$ cat src/sv/spq_pkg.sv
// Shared types and constants for the stable priority queue.
// No dependencies; imported by spq_cell and stable_priority_queue.
package spq_pkg;

    localparam int VALUE_W        = 32;
    localparam int PRIO_IN_W      = 16;
    localparam int DEPTH_DEF      = 16;
    localparam int PRIO_WIDTH_DEF = 16;

    // Result status codes
    typedef enum logic [1:0] {
        ST_ENQ   = 2'd0,
        ST_DEQ   = 2'd1,
        ST_EMPTY = 2'd2,
        ST_FULL  = 2'd3
    } status_t;

    // Per-cycle operation broadcast to every cell
    typedef struct packed {
        logic enq;
        logic deq;
    } ctl_t;

endpackage

$ cat src/sv/spq_cell.sv
// One slot of the sorted cell row: holds a value and its priority.
// Depends on spq_pkg (ctl_t, VALUE_W).
module spq_cell #(
    parameter int PRIO_W = 16
) (
    input  logic                                  clk,
    input  spq_pkg::ctl_t                         ctl,
    input  logic                                  occupied,
    input  logic signed [spq_pkg::VALUE_W-1:0]    new_value,
    input  logic        [PRIO_W-1:0]              new_prio,
    input  logic                                  left_keep,
    input  logic signed [spq_pkg::VALUE_W-1:0]    left_value,
    input  logic        [PRIO_W-1:0]              left_prio,
    input  logic signed [spq_pkg::VALUE_W-1:0]    right_value,
    input  logic        [PRIO_W-1:0]              right_prio,
    output logic signed [spq_pkg::VALUE_W-1:0]    value,
    output logic        [PRIO_W-1:0]              prio,
    output logic                                  keep
);
    import spq_pkg::*;

    logic signed [VALUE_W-1:0] value_reg;
    logic signed [VALUE_W-1:0] value_next;
    logic        [PRIO_W-1:0]  prio_reg;
    logic        [PRIO_W-1:0]  prio_next;

    // Hold the entry when it is served no later than the new one
    assign keep = occupied && (prio_reg <= new_prio);

    // Choose: hold, take the new entry, shift from left, or shift from right
    always_comb
    begin
        value_next = value_reg;
        prio_next  = prio_reg;
        if (ctl.enq)
        begin
            if (!keep)
            begin
                if (left_keep)
                begin
                    value_next = new_value;
                    prio_next  = new_prio;
                end
                else
                begin
                    value_next = left_value;
                    prio_next  = left_prio;
                end
            end
        end
        else if (ctl.deq)
        begin
            value_next = right_value;
            prio_next  = right_prio;
        end
    end

    always_ff @(posedge clk)
    begin
        value_reg <= value_next;
        prio_reg  <= prio_next;
    end

    assign value = value_reg;
    assign prio  = prio_reg;

endmodule

$ cat src/sv/stable_priority_queue.sv
// Stable sorted priority queue built from a row of slot cells.
// The result of an item is registered and presented in the cycle after its transfer.
// Throughput: one item per cycle while the result is drained (out_ready); every cell compares and shifts in parallel.
// Reset clears the entry count and the output valid; slot contents stay undefined.
// Depends on spq_pkg and spq_cell.
module stable_priority_queue #(
    parameter int DEPTH      = spq_pkg::DEPTH_DEF,
    parameter int PRIO_WIDTH = spq_pkg::PRIO_WIDTH_DEF,
    parameter int CNT_W      = $clog2(DEPTH + 1)
) (
    input  logic                                    clk,
    input  logic                                    rst_n,
    input  logic                                    in_valid,
    output logic                                    in_ready,
    input  logic                                    command,
    input  logic signed [spq_pkg::VALUE_W-1:0]      item_value,
    input  logic        [spq_pkg::PRIO_IN_W-1:0]    item_priority,
    output logic                                    out_valid,
    input  logic                                    out_ready,
    output spq_pkg::status_t                        status,
    output logic signed [spq_pkg::VALUE_W-1:0]      out_value,
    output logic        [spq_pkg::PRIO_IN_W-1:0]    out_priority,
    output logic        [CNT_W-1:0]                 occupancy
);
    import spq_pkg::*;

    localparam int PW = (PRIO_WIDTH < PRIO_IN_W) ? PRIO_WIDTH : PRIO_IN_W;

    logic [CNT_W-1:0] count_reg;
    logic [CNT_W-1:0] count_next;
    logic             out_valid_reg;
    logic             out_valid_next;
    status_t          status_reg;
    status_t          status_next;
    logic signed [VALUE_W-1:0]   value_reg;
    logic signed [VALUE_W-1:0]   value_next;
    logic        [PRIO_IN_W-1:0] prio_reg;
    logic        [PRIO_IN_W-1:0] prio_next;

    logic             xfer;
    logic             full;
    logic             empty;
    ctl_t             ctl;
    logic [PW-1:0]    new_prio;

    logic signed [VALUE_W-1:0] cell_value [DEPTH];
    logic        [PW-1:0]      cell_prio  [DEPTH];
    logic                      cell_keep  [DEPTH];

    // Accept while the output stage is free or being drained
    assign in_ready = !out_valid_reg || out_ready;
    assign xfer     = in_valid && in_ready;
    assign full     = (count_reg == CNT_W'(DEPTH));
    assign empty    = (count_reg == '0);
    assign new_prio = item_priority[PW-1:0];

    assign ctl.enq = xfer && !command && !full;
    assign ctl.deq = xfer && command && !empty;

    // Build the row of cells
    genvar i;
    generate
        for (i = 0; i < DEPTH; i++)
        begin : g_cell
            logic                      l_keep;
            logic signed [VALUE_W-1:0] l_value;
            logic        [PW-1:0]      l_prio;
            logic signed [VALUE_W-1:0] r_value;
            logic        [PW-1:0]      r_prio;

            if (i == 0)
            begin : g_head
                assign l_keep  = 1'b1;
                assign l_value = item_value;
                assign l_prio  = new_prio;
            end
            else
            begin : g_body
                assign l_keep  = cell_keep[i-1];
                assign l_value = cell_value[i-1];
                assign l_prio  = cell_prio[i-1];
            end

            if (i == DEPTH - 1)
            begin : g_tail
                assign r_value = cell_value[i];
                assign r_prio  = cell_prio[i];
            end
            else
            begin : g_mid
                assign r_value = cell_value[i+1];
                assign r_prio  = cell_prio[i+1];
            end

            spq_cell #(
                .PRIO_W (PW)
            ) u_cell (
                .clk         (clk),
                .ctl         (ctl),
                .occupied    (CNT_W'(i) < count_reg),
                .new_value   (item_value),
                .new_prio    (new_prio),
                .left_keep   (l_keep),
                .left_value  (l_value),
                .left_prio   (l_prio),
                .right_value (r_value),
                .right_prio  (r_prio),
                .value       (cell_value[i]),
                .prio        (cell_prio[i]),
                .keep        (cell_keep[i])
            );
        end
    endgenerate

    // Update the count and form the result
    always_comb
    begin
        count_next     = count_reg;
        out_valid_next = out_valid_reg;
        status_next    = status_reg;
        value_next     = value_reg;
        prio_next      = prio_reg;
        if (out_valid_reg && out_ready)
        begin
            out_valid_next = 1'b0;
        end
        if (xfer)
        begin
            out_valid_next = 1'b1;
            value_next     = '0;
            prio_next      = '0;
            if (!command)
            begin
                if (full)
                begin
                    status_next = ST_FULL;
                end
                else
                begin
                    status_next = ST_ENQ;
                    count_next  = count_reg + 1'b1;
                end
            end
            else
            begin
                if (empty)
                begin
                    status_next = ST_EMPTY;
                end
                else
                begin
                    status_next = ST_DEQ;
                    value_next  = cell_value[0];
                    prio_next   = PRIO_IN_W'(cell_prio[0]);
                    count_next  = count_reg - 1'b1;
                end
            end
        end
    end

    always_ff @(posedge clk or negedge rst_n)
    begin
        if (!rst_n)
        begin
            count_reg     <= '0;
            out_valid_reg <= 1'b0;
        end
        else
        begin
            count_reg     <= count_next;
            out_valid_reg <= out_valid_next;
        end
    end

    // Hold the result payload
    always_ff @(posedge clk)
    begin
        status_reg <= status_next;
        value_reg  <= value_next;
        prio_reg   <= prio_next;
    end

    logic [CNT_W-1:0] occ_reg;

    always_ff @(posedge clk)
    begin
        if (xfer)
        begin
            occ_reg <= count_next;
        end
    end

    assign out_valid    = out_valid_reg;
    assign status       = status_reg;
    assign out_value    = value_reg;
    assign out_priority = prio_reg;
    assign occupancy    = occ_reg;

endmodule
$ cat config.mk
export PLATFORM = sky130hd
export DESIGN_NAME = stable_priority_queue
export DESIGN_NICKNAME = d
export VERILOG_FILES = /design/src/sv/spq_pkg.sv /design/src/sv/spq_cell.sv /design/src/sv/stable_priority_queue.sv
export SDC_FILE = /design/constraint.sdc
export NUM_CORES = 2
export LEC_CHECK = 0
export ABC_AREA = 1
export BUFFER_PORTS_ARGS = -buffer_cell sky130_fd_sc_hd__buf_2
export CAP_MARGIN = 30
export CORE_UTILIZATION = 40
export CTS_BUF_LIST = sky130_fd_sc_hd__clkbuf_16
export DETAILED_ROUTE_END_ITERATION = 8
export GPL_ROUTABILITY_DRIVEN = 0
export PLACE_DENSITY = 0.61
export SYNTH_ARGS = -nofsm -noshare
export SYNTH_HDL_FRONTEND = slang
export SYNTH_SLANG_ARGS = --single-unit
$ cat constraint.sdc
create_clock -name clk -period 5 [get_ports clk]
set_clock_uncertainty 0.15 [all_clocks]
set_input_delay 0.75 -clock clk [delete_from_list [all_inputs] [get_ports clk]]
set_output_delay 0.75 -clock clk [all_outputs]
set_load 0.01 [all_outputs]
==> results.ini <==
[finish]
fin_nets=6741
layoutNonFillerInstCount=8139
largest_reg_flops=512
area_growth_pct=9.31
final_util_pct=44.1
drive_above_1_share_pct=6.38

[synthesis]
ys.flop_type=edfxtp_1
ys_ff_latch=829
netlist_area_um2=49800
synth_nets=6752
yosys_warnings=0
avgSynthCellArea_um2=7.74
synthCells=6440
synth_cell_types=34
ys_seq_area_share_pct=49.9
async_reset_ff_share_pct=0.724
synth_edf_count=823

[worst_setup_path]
worstSetupPathType=reg2reg
cp.arrival_ns=4.27
cpMaxStageDelayCell=buf_4
crit_path_max_incr_delay_ns=0.77
endpoint_kind=flop
crit_top_cell=nand2_1
setup.worst_path.start_class=flop
crit_required_ns=5.36
cp_max_fo=86
path_cells=inv_1 > ha_1 > inv_1 > nor2_2 > inv_2 > nor2_4 > inv_2 > nor2_4 > nor2_8 > buf_12 > buf_4 > nand2_4 > nand2_1 > nand2_1 > nand2_1
cpLargestDelayFamily=buffers and inverters
path_buf_inv=6

[placed_design]
placedCellCount=7972
dp.final_hpwl_um=90900
io_buffers=109

[floorplanning]
start_util_pct=40.3
die_area_um2=126000
die_x_um=355
die_h_um=355
fp-row-count=129
io_pins=110
core-area_um2=124000

[global_route]
antenna_found_initial=18
track_usage_pct=20.7
gr-total-overflow=0
grt_max_degree=211
grt_pass1_wl_um=211000
grt_pass1_vias=37263

[clock_tree]
clk_pin_slew_ns=0.06
htree_levels=3
clk_latency_ns=0.67
cts_tree=yes
cts_made_buffers=91
cts_setup_buffers=0
clockBufferDepth=3
clockRootBuffer=clkbuf_16
cts_sinks=829

[timing]
drv_slew=0
holdWs_ns=0.227
period_share_pct=78.1
fmax_ghz=0.256
grt_setup_unrepaired=false
slew_headroom_pct=40.4
setup_viol=0
tightestPinTransition_ns=0.894
hold_violations=0
final.setup.tns_ns=0
timing.final.crit_period_ns=3.91

[power]
pwr-share-clk_pct=24.9
p_comb_share_pct=33.6
p_sw_mw=10.1
ir_worst_vdd_mv=0.338
p_int_mw=16.7
leakage_nw=30.9
p_sw_share_pct=37.8
p_per_area_nw_per_um2=492
seqPwrFrac_pct=41.5

[routing]
drc=0
dr.pass1.iters=6
num_vias=38708
drt_wl_total_um=132000
wl_per_cell_um=16.2
vias_per_cell=4.76
drtAntennaViolNets=0
drt_iter0_markers=3705

[job]
maxCapViolations=0

[min_path]
worstHoldPathType=in2reg

[run_status]
status=completed

cell usage in the layout, fill, tap and decap left out, drive strengths merged, types with 2 or more instances in the layout:
master       n
nand2     3819
a21oi      105
nand4       20
a21o        15
diode        2
nor2       136
xor2         3
nor3        17
edfxtp     823
clkbuf      93
clkinv      43
clkinvlp     2
buf        188
inv        792
bufinv       9
a31oi        2
ha         259
nand3       67
o21ai       96
dfrtp        6
power by group through the flow:
stage / Sequential [mW] / Combinational, mW / Clock [mW]
after global placement: 11.2 / 8.74 / 0
final: 11.1 / 9.02 / 6.67
after floorplan: 10.9 / 6.52 / 0
after CTS: 11.1 / 9.00 / 6.82
after detailed placement: 11.2 / 8.93 / 0
after global routing: 11.3 / 10.3 / 7.06
Yosys cell counts (6+ instances only):
cell type | count | area, µm²
a21o_1 | 15 | 113
a21oi_1 | 105 | 526
buf_1 | 6 | 22.5
buf_2 | 113 | 566
buf_4 | 45 | 338
buf_6 | 45 | 507
clkbuf_1 | 80 | 300
dfrtp_1 | 6 | 150
edfxtp_1 | 823 | 24700
ha_1 | 259 | 3240
inv_1 | 768 | 2880
inv_2 | 6 | 22.5
nand2_1 | 3760 | 14100
nand2_2 | 13 | 81.3
nand2_4 | 46 | 518
nand3_1 | 67 | 335
nand4_1 | 20 | 125
nor2_1 | 129 | 484
nor3_1 | 17 | 85.1
o21ai_0 | 94 | 470
per-layer routing:
layer | up-vias | track usage, % | wire length [µm]
li1 | 19838 | - | -
met1 | 17453 | 31.6 | 65600
met2 | 1216 | 30.6 | 54300
met3 | 171 | 3.04 | 9400
met4 | 30 | 5.10 | 2340
met5 | - | 0 | 172
worst reg2reg max path: stages (launching register included):
cell and delay [ns]:
dfrtp_1 0.52, inv_1 0.22, ha_1 0.25, inv_1 0.07
nor2_2 0.04, inv_2 0.09, nor2_4 0.04, inv_2 0.08
nor2_4 0.05, nor2_8 0.20, buf_12 0.54, buf_4 0.84
nand2_4 0.37, nand2_1 0.17, nand2_1 0.08, nand2_1 0.07
final cells by class:
class                      instances  area, µm²
antenna                            2       5.00
clock buffer                      93       2330
clock inverter                    71        578
fill                           12472      69200
inverter                         775       2940
multi-input combinational       4543      20400
sequential                       829      24900
tap                             1637       2050
timing repair buffer             189       1360
kinds of logic (layout without fill, tap and decap cells):
family | Yosys count | in the layout | synth area share [%]
other cells | 0 | 2 | 0
simple gates | 4059 | 4059 | 31.7
compound gates | 222 | 222 | 2.34
xor+xnor | 3 | 3 | 0.0527
buf+inv | 1068 | 1128 | 9.47
fa+ha+maj | 259 | 259 | 6.50
flops | 829 | 829 | 49.9
through the flow:
step	power (mW)	area [µm²]	worst slack, ns
4_1_cts	26.9	54500	1.18
3_5_place_dp	20.2	51500	0.980
6_report	26.8	54500	1.09
5_1_grt	28.7	54500	0.916
3_3_place_gp	19.9	51500	0.946
2_1_floorplan	17.5	49800	0.240
worst paths after layout:
kind	startpoint	to	slack (ns)	cells after the start
max in group asynchronous	rst_n	count_reg[1]	4.19	2
max	count_reg[0]	g_cell[2].u_cell.value[16]	1.09	15
max reg2reg	count_reg[0]	g_cell[2].u_cell.value[16]	1.09	15
min	out_ready	out_valid	0.23	4
min in group asynchronous	rst_n	count_reg[0]	0.32	2
min reg2reg	g_cell[15].u_cell.value[1]	g_cell[14].u_cell.value[1]	0.36	2
what timing repair did:
action / in CTS / in global routing
endpoints found under the hold margin: 6 / 0
hold buffers: 1 / 0
gates resized for setup: 0 / 0
Note: power is estimated with default switching activity, not from simulation.
